### config.mk
export PLATFORM = sky130hd
export DESIGN_NAME = raid5_stripe_parity_builder_unit_flat
export DESIGN_NICKNAME = d
export VERILOG_FILES = /design/src/rtl/rspb_pkg.sv /design/src/rtl/rspb_if.sv /design/src/rtl/raid5_stripe_parity_builder_unit.sv /design/src/flat_wrapper.sv
export SDC_FILE = /design/constraint.sdc
export NUM_CORES = 1
export LEC_CHECK = 0
export BUFFER_PORTS_ARGS = -buffer_cell sky130_fd_sc_hd__buf_2
export CAP_MARGIN = 20
export CELL_PAD_IN_SITES_DETAIL_PLACEMENT = 0
export CELL_PAD_IN_SITES_GLOBAL_PLACEMENT = 1
export CORE_AREA = 2 2 159 161
export CTS_CLUSTER_DIAMETER = 30
export DETAILED_ROUTE_END_ITERATION = 7
export DIE_AREA = 0 0 161 163
export GPL_TIMING_DRIVEN = 0
export HOLD_SLACK_MARGIN = 0.12
export PLACE_DENSITY_LB_ADDON = 0.1
export SLEW_MARGIN = 20
export SYNTH_ARGS = -nofsm -noshare
export SYNTH_HDL_FRONTEND = slang
export SYNTH_SLANG_ARGS = --single-unit
### constraint.sdc
create_clock -name clk -period 11 [get_ports clk]
set_clock_uncertainty 0.2 [all_clocks]
set_input_delay 2.2 -clock clk [delete_from_list [all_inputs] [get_ports clk]]
set_output_delay 2.2 -clock clk [all_outputs]
set_load 0.05 [all_outputs]
### src/rtl/rspb_pkg.sv
// ----------------------------------------------------------------------------
// RAID-5 stripe parity builder package
// Shared widths, constants and the stripe result type.
// ----------------------------------------------------------------------------
package rspb_pkg;

  localparam int BLOCK_BITS      = 20;
  localparam int DISKS           = 4;
  localparam int DATA_PER_STRIPE = DISKS - 1;
  localparam int COL_BITS        = $clog2(DISKS);
  localparam int SLOT_BITS       = $clog2(DATA_PER_STRIPE);

  typedef logic [BLOCK_BITS-1:0] block_t;
  typedef logic [COL_BITS-1:0]   col_t;
  typedef logic [SLOT_BITS-1:0]  slot_t;

  // Phase zero places parity in the highest column.
  localparam col_t PHASE_START = '0;

  typedef struct packed {
    block_t [DISKS-1:0] chunk;
    col_t               parity_column;
    logic               final_stripe;
  } stripe_t;

endpackage

### src/rtl/rspb_if.sv
// ----------------------------------------------------------------------------
// RAID-5 stripe parity builder channels
// Valid/ready channels for the data block input and the stripe output.
// ----------------------------------------------------------------------------
interface rspb_in_if
  import rspb_pkg::*;
();
  logic   valid;
  logic   ready;
  block_t data_block;
  logic   last_block;

  modport source (output valid, output data_block, output last_block, input ready);
  modport sink   (input valid, input data_block, input last_block, output ready);
endinterface

interface rspb_out_if
  import rspb_pkg::*;
();
  logic   valid;
  logic   ready;
  block_t disk0_chunk;
  block_t disk1_chunk;
  block_t disk2_chunk;
  block_t disk3_chunk;
  col_t   parity_column;
  logic   final_stripe;

  modport source (output valid, output disk0_chunk, output disk1_chunk,
                  output disk2_chunk, output disk3_chunk, output parity_column,
                  output final_stripe, input ready);
  modport sink   (input valid, input disk0_chunk, input disk1_chunk,
                  input disk2_chunk, input disk3_chunk, input parity_column,
                  input final_stripe, output ready);
endinterface

### src/rtl/raid5_stripe_parity_builder_unit.sv
// ----------------------------------------------------------------------------
// RAID-5 stripe parity builder
// Groups data blocks three to a stripe over four disks with rotating parity.
// ----------------------------------------------------------------------------
// Usage:
// Data blocks enter on blk_in, one beat per block, with last_block marking the
// final block of a message. Every third block, or any block flagged last,
// closes a stripe, and one beat leaves on stripe_out carrying the four disk
// chunks, the parity column and the final-stripe flag. Other beats produce
// no output. Parity rotates through columns 3, 2, 1, 0 and starts again at
// column 3 after a flagged block. A short stripe fills its missing data
// slots with zeros.
// A closing beat's stripe is registered into the output register, or into the
// skid register if that is still held. Throughput: one input beat per cycle
// while blk_in.ready is high, set by the single stage of XOR accumulate and
// column steering between the slot registers and the output register.
// Stalls: the output register is backed by a one-entry skid register, so
// blk_in keeps taking beats while a stripe waits; blk_in.ready drops only
// when both hold a stripe, and rises once the receiver takes one.
// Reset (rst, synchronous): the stripe restarts empty with parity in column
// 3, and both output entries are emptied.
// ----------------------------------------------------------------------------
module raid5_stripe_parity_builder_unit
  import rspb_pkg::*;
(
  input  logic        clk,
  input  logic        rst,
  rspb_in_if.sink     blk_in,
  rspb_out_if.source  stripe_out
);

  // Open stripe state.
  col_t   stripe_phase;
  slot_t  slot_count;
  block_t held_blocks [2];
  block_t parity_accumulator;

  // Output register and its skid entry.
  stripe_t out_reg;
  logic    out_valid;
  stripe_t skid_reg;
  logic    skid_valid;

  logic    accept;
  logic    pop;
  logic    closes;
  block_t  parity;
  block_t  data [DATA_PER_STRIPE];
  col_t    pcol;
  stripe_t result;

  assign accept = blk_in.valid && blk_in.ready;
  assign pop    = out_valid && stripe_out.ready;

  // The stripe closes on the third block or on a flagged block.
  assign closes = blk_in.last_block || (slot_count == slot_t'(DATA_PER_STRIPE - 1));
  assign parity = parity_accumulator ^ blk_in.data_block;
  // Parity column is 3 - phase, which for two bits is the inverted phase.
  assign pcol   = ~stripe_phase;

  always_comb begin
    // Only slots below the fill count are read; the rest are zero.
    data[0] = '0;
    data[1] = '0;
    data[2] = '0;
    unique case (slot_count)
      slot_t'(0): begin
        data[0] = blk_in.data_block;
      end
      slot_t'(1): begin
        data[0] = held_blocks[0];
        data[1] = blk_in.data_block;
      end
      default: begin
        data[0] = held_blocks[0];
        data[1] = held_blocks[1];
        data[2] = blk_in.data_block;
      end
    endcase
  end

  always_comb begin
    result.parity_column = pcol;
    result.final_stripe  = blk_in.last_block;
    // Data fills the non-parity columns left to right.
    unique case (pcol)
      col_t'(3): begin
        result.chunk = {parity, data[2], data[1], data[0]};
      end
      col_t'(2): begin
        result.chunk = {data[2], parity, data[1], data[0]};
      end
      col_t'(1): begin
        result.chunk = {data[2], data[1], parity, data[0]};
      end
      default: begin
        result.chunk = {data[2], data[1], data[0], parity};
      end
    endcase
  end

  // Stripe assembly.
  always_ff @(posedge clk) begin
    if (rst) begin
      stripe_phase       <= PHASE_START;
      slot_count         <= '0;
      parity_accumulator <= '0;
    end else if (accept) begin
      if (closes) begin
        slot_count         <= '0;
        parity_accumulator <= '0;
        stripe_phase       <= blk_in.last_block ? PHASE_START : stripe_phase + col_t'(1);
      end else begin
        slot_count         <= slot_count + slot_t'(1);
        parity_accumulator <= parity;
      end
    end
  end

  always_ff @(posedge clk) begin
    if (accept && !closes) begin
      held_blocks[slot_count[0]] <= blk_in.data_block;
    end
  end

  // Output register with skid entry.
  always_ff @(posedge clk) begin
    if (rst) begin
      out_valid  <= 1'b0;
      skid_valid <= 1'b0;
    end else if (skid_valid) begin
      if (pop) begin
        out_reg    <= skid_reg;
        skid_valid <= 1'b0;
      end
    end else if (accept && closes) begin
      if (!out_valid || pop) begin
        out_reg   <= result;
        out_valid <= 1'b1;
      end else begin
        skid_reg   <= result;
        skid_valid <= 1'b1;
      end
    end else if (pop) begin
      out_valid <= 1'b0;
    end
  end

  assign blk_in.ready             = !skid_valid;
  assign stripe_out.valid         = out_valid;
  assign stripe_out.disk0_chunk   = out_reg.chunk[0];
  assign stripe_out.disk1_chunk   = out_reg.chunk[1];
  assign stripe_out.disk2_chunk   = out_reg.chunk[2];
  assign stripe_out.disk3_chunk   = out_reg.chunk[3];
  assign stripe_out.parity_column = out_reg.parity_column;
  assign stripe_out.final_stripe  = out_reg.final_stripe;

  // The skid entry is only ever filled behind a full output register.
  a_skid_behind_out: assert property (@(posedge clk) disable iff (rst)
    skid_valid |-> out_valid)
    else $error("skid entry holds a stripe while the output register is empty");

  // The fill count never reaches a full stripe's worth of held blocks.
  a_slot_range: assert property (@(posedge clk) disable iff (rst)
    slot_count != slot_t'(DATA_PER_STRIPE))
    else $error("slot count out of range");

  // A flagged block restarts the rotation with an empty stripe.
  a_flush_restart: assert property (@(posedge clk) disable iff (rst)
    (accept && blk_in.last_block) |=>
      (slot_count == '0 && stripe_phase == PHASE_START && parity_accumulator == '0))
    else $error("stripe not restarted after last block");

  // Every closing beat leaves a stripe in one of the two output entries.
  a_close_emits: assert property (@(posedge clk) disable iff (rst)
    (accept && closes) |=> out_valid)
    else $error("closed stripe was not registered");

endmodule
### src/flat_wrapper.sv
// flat-port wrapper written by rule: the top's interface ports become plain ports
module raid5_stripe_parity_builder_unit_flat import rspb_pkg::*;
  (clk, rst, blk_in_valid, blk_in_data_block, blk_in_last_block, blk_in_ready, stripe_out_valid, stripe_out_disk0_chunk, stripe_out_disk1_chunk, stripe_out_disk2_chunk, stripe_out_disk3_chunk, stripe_out_parity_column, stripe_out_final_stripe, stripe_out_ready);
  rspb_in_if blk_in_i ();
  rspb_out_if stripe_out_i ();
  input  logic clk;
  input  logic rst;
  input wire logic [$bits(blk_in_i.valid)-1:0] blk_in_valid;
  input wire logic [$bits(blk_in_i.data_block)-1:0] blk_in_data_block;
  input wire logic [$bits(blk_in_i.last_block)-1:0] blk_in_last_block;
  output wire logic [$bits(blk_in_i.ready)-1:0] blk_in_ready;
  output wire logic [$bits(stripe_out_i.valid)-1:0] stripe_out_valid;
  output wire logic [$bits(stripe_out_i.disk0_chunk)-1:0] stripe_out_disk0_chunk;
  output wire logic [$bits(stripe_out_i.disk1_chunk)-1:0] stripe_out_disk1_chunk;
  output wire logic [$bits(stripe_out_i.disk2_chunk)-1:0] stripe_out_disk2_chunk;
  output wire logic [$bits(stripe_out_i.disk3_chunk)-1:0] stripe_out_disk3_chunk;
  output wire logic [$bits(stripe_out_i.parity_column)-1:0] stripe_out_parity_column;
  output wire logic [$bits(stripe_out_i.final_stripe)-1:0] stripe_out_final_stripe;
  input wire logic [$bits(stripe_out_i.ready)-1:0] stripe_out_ready;
  assign blk_in_i.valid = blk_in_valid;
  assign blk_in_i.data_block = blk_in_data_block;
  assign blk_in_i.last_block = blk_in_last_block;
  assign blk_in_ready = blk_in_i.ready;
  assign stripe_out_valid = stripe_out_i.valid;
  assign stripe_out_disk0_chunk = stripe_out_i.disk0_chunk;
  assign stripe_out_disk1_chunk = stripe_out_i.disk1_chunk;
  assign stripe_out_disk2_chunk = stripe_out_i.disk2_chunk;
  assign stripe_out_disk3_chunk = stripe_out_i.disk3_chunk;
  assign stripe_out_parity_column = stripe_out_i.parity_column;
  assign stripe_out_final_stripe = stripe_out_i.final_stripe;
  assign stripe_out_i.ready = stripe_out_ready;
  raid5_stripe_parity_builder_unit u_core (.clk(clk), .rst(rst), .blk_in(blk_in_i), .stripe_out(stripe_out_i));
endmodule
==> run summary, run 1 <==
Share of final-layout standard cells stronger than drive strength 1: 0.2833. The number of buffers on the longest clock path is 3. After global routing the overflow that remains totals 0.

The global routing usage summed across all routing layers is 0.2306, and the standard-cell row count is 58. The count of cells in the finished layout, fillers not included, comes to 1357. The clock reaches the later pin of the worst-skew pair after 530 ps.

For the number of distinct library cell variants in the gate-level netlist after synthesis, the log shows 42. Static timing analysis puts the maximum clock frequency at 213.8 MHz. Setup violations remaining at the end of the flow were counted as 0.

The die extent in y was 163 µm. The number of hold buffers added after cts is 0. After clock tree synthesis, the clock-pin slew on the worst setup and hold paths is 50 ps. Leaving out fill and tap cells, the most frequent cell in the layout is edfxtp_1. Endpoint type of the worst setup path: a primary output.

The maximum ir drop on the vdd rail is 0.1279 mV, and the TritonCTS sink count is 232. TritonCTS built the clock tree. Leaving out fill and tap cells, the most frequent cells in the layout are edfxtp_1 (206), buf_2 (125), a21oi_1 (85). In the routed design, unresolved DRC markers number 0.

In this run the tool buffered the top-level ports with 108 buffer cells. The tools report the arrival time at the worst endpoint as 2280 ps. The run finished with clean final reports.

The total placed cells including tap cells was 1269. 0 antenna diodes ended up in the layout. The final layout contains routed wiring with a total length of 29.89 mm.

110 I/O pins were placed. The final route contains 7505 vias. The congestion estimate from routability-driven global placement came to 0.8918. The tools report the critical path startpoint category as a flip-flop. The required time at the endpoint of the critical path is 8600 ps, and the leakage power figure is 5.012 nW. The run gives 0.4296 as the starting density of the core. The fraction of the cycle the final worst path needs is 0.4251.

The wire-length estimate of the detail-placed layout is 22.16 mm. TritonCTS created 47 clock buffers. The share of the core filled with cells was 0.5467; the number of setup buffers added after CTS was 0. Before antenna repair, the detailed router went through 5 iterations.

Cell type with the highest aggregate area in the netlist: edfxtp_1. Along the worst path, the maximum fanout reaches 10. Dividing total power by cell area gives a power density of 204.8 nW/µm².

For the area enclosed by the die boundary, the log shows 26240 µm². The tools report the wire length of the first global-routing pass as 46.04 mm. Yosys attributes the largest share of cell area to edfxtp_1 (58%), mux2_2 (6.4%), dfxtp_1 (4.9%), a21oi_1 (4.0%), nor3b_1 (2.7%).

The flip-flop count of the largest register, all copies and words added works out to 83. The area fraction of the dominant cell type after synthesis is 0.5836. The run gives 0.6327 as the proportion of synthesized chip area in sequential cells. The deepest level of the CTS H-tree is 2, and the pin count of the biggest net entering global routing is 19. Counting flops and latches in the post-synthesis netlist gives 232. Synthesis produced a netlist whose cell count is 812. The average footprint of a synthesized cell was 13.05 µm². In the final routed layout, each cell accounts on average for 22.03 µm.

The tools report the post-cts repair resize count as 0. From synthesis to final layout, the design area changed by 27.25%. Hold is met by 317.6 ps. For the count of final hold-check violations, the log shows 0.

Kind of critical path: flip-flop to primary output. The routed via count divided by cell count was 5.531. At the pin with the least slew margin, the transition time is 831.9 ps.

The final layout contains 1020 nets. In this run the clock root is driven by a clkbuf_16. The number of nets in the synthesized netlist is 844. The time the worst path needs with I/O delays and setup came out at 4676 ps. The logs give 0 for the residual antenna-violating net count after detailed routing and 513 for the violation count after the first detailed-routing iteration. The worst hold path belongs to the class flip-flop to flip-flop. For the max-slew violation count, the log shows 0. After floorplanning, the core was sized to cover 24670 µm². Setup repair after global routing left no endpoint under its margin.

The run gives 0 as the warning count from the yosys run. Number of antenna violations at the first check in global routing: 0. The die extent in x was 161 µm; the relative slew slack was 0.4454. The reported max-cap violation count is 0, and the number of global-route vias before repair is 7547. The post-synthesis instance area was 10600 µm².
## final cells by class
class,instances,area [µm²]
fill,2142,11180
sequential,232,6706
multi-input combinational,488,3551
clock buffer,56,1230
timing repair buffer,127,710.7
clock inverter,32,490.5
tap,330,412.9
buffer,85,361.6
inverter,7,26.28
## routing by layer
metal | wire (µm) | vias to the layer above | global-route usage
li1 | - | 3508 | -
met1 | 14000 | 3676 | 0.3287
met2 | 13750 | 268 | 0.3693
met3 | 1539 | 53 | 0.03310
met4 | 602 | 0 | 0.06737
met5 | 0 | - | 0
## through the flow
| stage | power (mW) | area (µm²) | worst slack [ps] | TNS (ps) |
|---|---|---|---|---|
| CTS | 2.780 | 13490 | 6238 | 0 |
| detailed placement | 1.256 | 11770 | 5970 | 0 |
| global placement | 1.252 | 11560 | -1490 | -122890 |
| global route | 2.843 | 13490 | 6188 | 0 |
| finish | 2.763 | 13490 | 6324 | 0 |
| floorplan | 1.183 | 10610 | 1181 | 0 |
## synthesized netlist by cell type, drive strengths merged
cell      n
edfxtp  206
a21oi    85
clkbuf   66
o21ai    63
mux2     60
nor3b    38
nand2    28
dfxtp    26
nor3     22
a22o     21
a21boi   20
mux2i    20
o22ai    20
o311a    20
xor2     20
a22oi    19
buf      19
a21o     18
ha        7
inv       7
nor2      5
nor2b     4
nor4      3
nand2b    2
o21a      2
o31ai     2
a211oi    1
a221oi    1
a32oi     1
and2      1
nand4b    1
o311ai    1
o31a      1
or2       1
or3       1
## cells by family (layout without fill, tap and decap cells)
group                      Yosys count  count (layout)  share of synthesized area
AOI/OAI and AO/OA                  275             275                     0.1664
xor gates and xnor gates            20              20                    0.01653
adders and majority gates            7               7                   0.008262
buffers and inverters               92             307                    0.03659
DFF                                232             232                     0.6327
muxes                               80              80                    0.08263
and+or+nand+nor                    106             106                    0.05689
## path summary, 6_finish.rpt
kind,to,slack (ps),cells after the start,from
max reg2reg,u_core.stripe_out.disk1_chunk[3]$_DFFE_PP_,7700,7,u_core.skid_valid$_SDFF_PP0_
max,blk_in_ready,6320,4,u_core.skid_valid$_SDFF_PP0_
min reg2reg,u_core.stripe_phase[1]$_SDFFE_PP0P_,320,2,u_core.stripe_phase[1]$_SDFFE_PP0P_
min,u_core.stripe_phase[1]$_SDFFE_PP0P_,320,2,u_core.stripe_phase[1]$_SDFFE_PP0P_
## power breakdown
part / switching, mW / internal, mW
logic: 0.163 / 0.0749
registers: 0.0110 / 0.994
clock network: 0.478 / 1.04
## worst max-delay path, cell delays in order (launching register included)
cell	delay, ps
dfxtp_1	290
clkbuf_1	270
inv_2	370
clkbuf_1	450
buf_2	360
Power figures use the tool's default switching activity.
==> inputs of run 2 (changes only) <==
==> constraint.sdc (replaced) <==
create_clock -name clk -period 3.8 [get_ports clk]
set_clock_uncertainty 0.2 [all_clocks]
set_input_delay 0.76 -clock clk [delete_from_list [all_inputs] [get_ports clk]]
set_output_delay 0.76 -clock clk [all_outputs]
set_load 0.05 [all_outputs]
==> run 2 against run 1 <==
Compared with the run above:
- cell count fell by 0.37%
- cell area fell by 0.73%
- flip-flop and latch count did not move
- die area did not move
- power rose to 2.8 times the previous value
==> run summary, run 2 (synthesis gave the netlist of run 1 again) <==
The top cell types in the final layout, fill and taps aside, are edfxtp_1 (206), buf_2 (125), a21oi_1 (85). The residual antenna-violating net count after detailed routing is 0 (unchanged), and the internal power summed over all cells is 5.844 mW (+180%). The run gives 13390 µm² (-0.73%) as the post-route cell area.

The share of total power in the clock network was 0.531 (-0.019); the number of antenna violations at the first check in global routing was 0 (unchanged). The required time at the endpoint of the critical path is 3830 ps (-4770 ps), and the share of final-layout standard cells stronger than drive strength 1 is 0.2847 (+0.001386). The logs give 0.5427 (-0.004006) for the share of the core filled with cells and 110 (unchanged) for the top-level port count. The worst path in the final design needs a cycle of 3553 ps, including I/O delays and setup. The combinational share of power was 0.090 (+0.004).

TritonCTS built the clock tree. The post-cts repair resize count came out at 0 (unchanged). Instance area after placement: 11790 µm² (+0.14%).

The deepest level of the CTS H-tree is 2 (unchanged). The critical path goes through clkbuf_1 -> clkbuf_1 -> nand2_1 -> a221oi_4 -> buf_6 -> buf_6 -> buf_6. The number of setup buffers added after CTS is 0 (unchanged). Net load switching power: 1.848 mW (+180%). The detailed-route DRC error count is 0 (unchanged), and the total global routing overflow is 0 (unchanged).

Sequential share of power: 0.378 (+0.014). Class of the worst hold path: input port to flip-flop. The cell repeated most along the worst path is buf_6.

For the number of detailed-routing iterations run before antenna repair, the log shows 5 (unchanged). Relative to the synthesized area, the layout overhead comes to 26.32%. The highest attainable clock frequency came out at 281.5 MHz.

The number of nets in the final layout was 1017 (-0.29%); the actual slew at the worst max-slew pin was 827.7 ps (-4.213 ps). The count of final hold-check violations was 0 (unchanged); the power density of the placed cells was 574.5 nW/µm² (+180%). The logs give 7417 (-1.7%) for the number of global-route vias before repair and 0.8879 (-0.44%) for the weighted congestion reported at the end of routability-driven placement.

The detailed-placement wirelength estimate was 22.32 mm (+0.71%). Critical path startpoint category: a flip-flop. The tools report the violation count after the first detailed-routing iteration as 547 (+6.6%).

The run gives 0.4482 (+0.002808) as the relative slew slack. The TritonCTS sink count came out at 232 (unchanged). The startpoint identified for the worst hold timing path is blk_in_data_block[15]. For the clock insertion delay at the later pin of the skew report, the log shows 530 ps (about the same). Clock tree synthesis selected as its root buffer the cell clkbuf_16. The run gives 18 (-1) as the pin count of the biggest net entering global routing. Cell with the biggest individual delay on the critical path: clkbuf_1. The number of buffer cells added on primary ports is 108 (unchanged).

The kind of critical path is flip-flop to flip-flop. The logs give 3580 ps (+1300 ps) for the arrival time at the worst endpoint and 3 (unchanged) for the number of buffers on the longest clock path. The routed via count divided by cell count is 5.575 (+0.81%), and the average wire length per cell after detail routing is 22.32 µm (+1.3%).

Max-slew violation count: 0 (unchanged). The switching share of total power came out at 0.2403 (+0.004331). The global routing usage summed across all routing layers is 0.2298 (-0.0007334), and the die extent in y is 163 µm (unchanged). The tools report the vias after detailed routing as 7538 (+0.44%). For the wire length of the first global-routing pass, the log shows 45.48 mm (-1.2%). The tools report the number of antenna cells inserted as 0 (unchanged).

The flow ran to the end, and the final reports show no timing, DRC or antenna violations. The starting density of the core is 0.4296 (unchanged). The run gives 58 (unchanged) as the standard-cell row count. The setup slack of the most critical reg-to-reg path was 250 ps (-7450 ps); the largest stage delay on the critical path was 690 ps (+240 ps). The run gives 30.18 mm (+0.96%) as the post-detailed-routing wire length. The maximum ir drop on the vdd rail was 0.3306 mV (+160%). Number of fill cells: 2138 (-0.19%). The number of hold buffers added after cts is 0 (unchanged).

In this run the worst setup path begins at u_core.skid_valid$_SDFF_PP0_. STA classifies the critical path endpoint as a flip-flop. The fraction of the cycle the final worst path needs is 0.9350. For the final setup violation count, the log shows 0 (unchanged).

The area enclosed by the die boundary came out at 26240 µm² (unchanged). The die extent in x is 161 µm (unchanged), and the leakage power figure is 4.948 nW (-1.3%). The flip-flop count of the largest register, all copies and words added came out at 83 (unchanged).

The critical-path maximum fanout is 17 (+7). The library cell used most frequently in the layout, excluding fill and tap cells, is edfxtp_1. For the reported max-cap violation count, the log shows 0 (unchanged).

The area of the placeable core was 24670 µm² (unchanged); the clock slew seen by the registers of the worst setup and hold paths was 50 ps (about the same). The startpoint identified for the worst register-to-register timing path is u_core.skid_valid$_SDFF_PP0_. The number of buffers created by CTS is 46 (-2.1%). The tools report the total power draw as 7.693 mW (+180%). Setup repair after global routing left no endpoint under its margin.
-- run 2: per-layer routing --
layer  share of wire  track usage  vias up
met3           0.066      0.04507       43
met5               0            0        -
met4           0.025      0.07995        0
met2            0.44       0.3513      302
met1            0.47       0.3288     3690
li1                -            -     3503
-- run 2: stage by stage --
step | instances | setup TNS (ps) | hold slack, ps | setup slack [ps]
floorplan | 812 | -61680 | 273.9 | -627.9
global placement | 1250 | -332680 | 300.5 | -2127
detailed placement | 1267 | 0 | 304.1 | 307.5
CTS | 1352 | 0 | 224.0 | 295.7
global route | 1352 | 0 | 229.0 | 122.9
finish | 1352 | 0 | 243.9 | 247.1
-- run 2: worst paths after layout --
check,depth (start not counted),endpoint
setup / recovery,7,u_core.stripe_out.disk0_chunk[4]$_DFFE_PP_
hold / removal,1,u_core.held_blocks[1][15]$_DFFE_PP_
hold reg to reg,2,u_core.stripe_phase[1]$_SDFFE_PP0P_
setup reg to reg,7,u_core.stripe_out.disk0_chunk[4]$_DFFE_PP_
-- run 2: layout make-up --
| class | instances | area, µm² | area share |
|---|---|---|---|
| timing repair buffer | 125 | 695.7 | 0.05195 |
| clock buffer | 57 | 1276 | 0.09531 |
| sequential | 232 | 6706 | 0.5008 |
| buffer | 85 | 365.4 | 0.02728 |
| multi-input combinational | 488 | 3578 | 0.2672 |
| tap | 330 | 412.9 | 0.03084 |
| inverter | 7 | 26.28 | 0.001962 |
| clock inverter | 28 | 329.1 | 0.02457 |
-- run 2: worst max-delay path: cells and delay by family (launching register included) --
family                 cells  cell delay, ps
buffers and inverters      5            1910
DFF                        1             310
AOI/OAI and AO/OA          1             610
and+or+nand+nor            1             200
-- run 2: power groups by stage --
stage / Sequential [mW] / Combinational, mW / Clock (mW)
6_report: 2.91 / 0.695 / 4.09
5_1_grt: 2.91 / 0.744 / 4.28
4_1_cts: 2.91 / 0.690 / 4.16
3_5_place_dp: 2.96 / 0.684 / 0
3_3_place_gp: 2.96 / 0.666 / 0
2_1_floorplan: 3.07 / 0.352 / 0
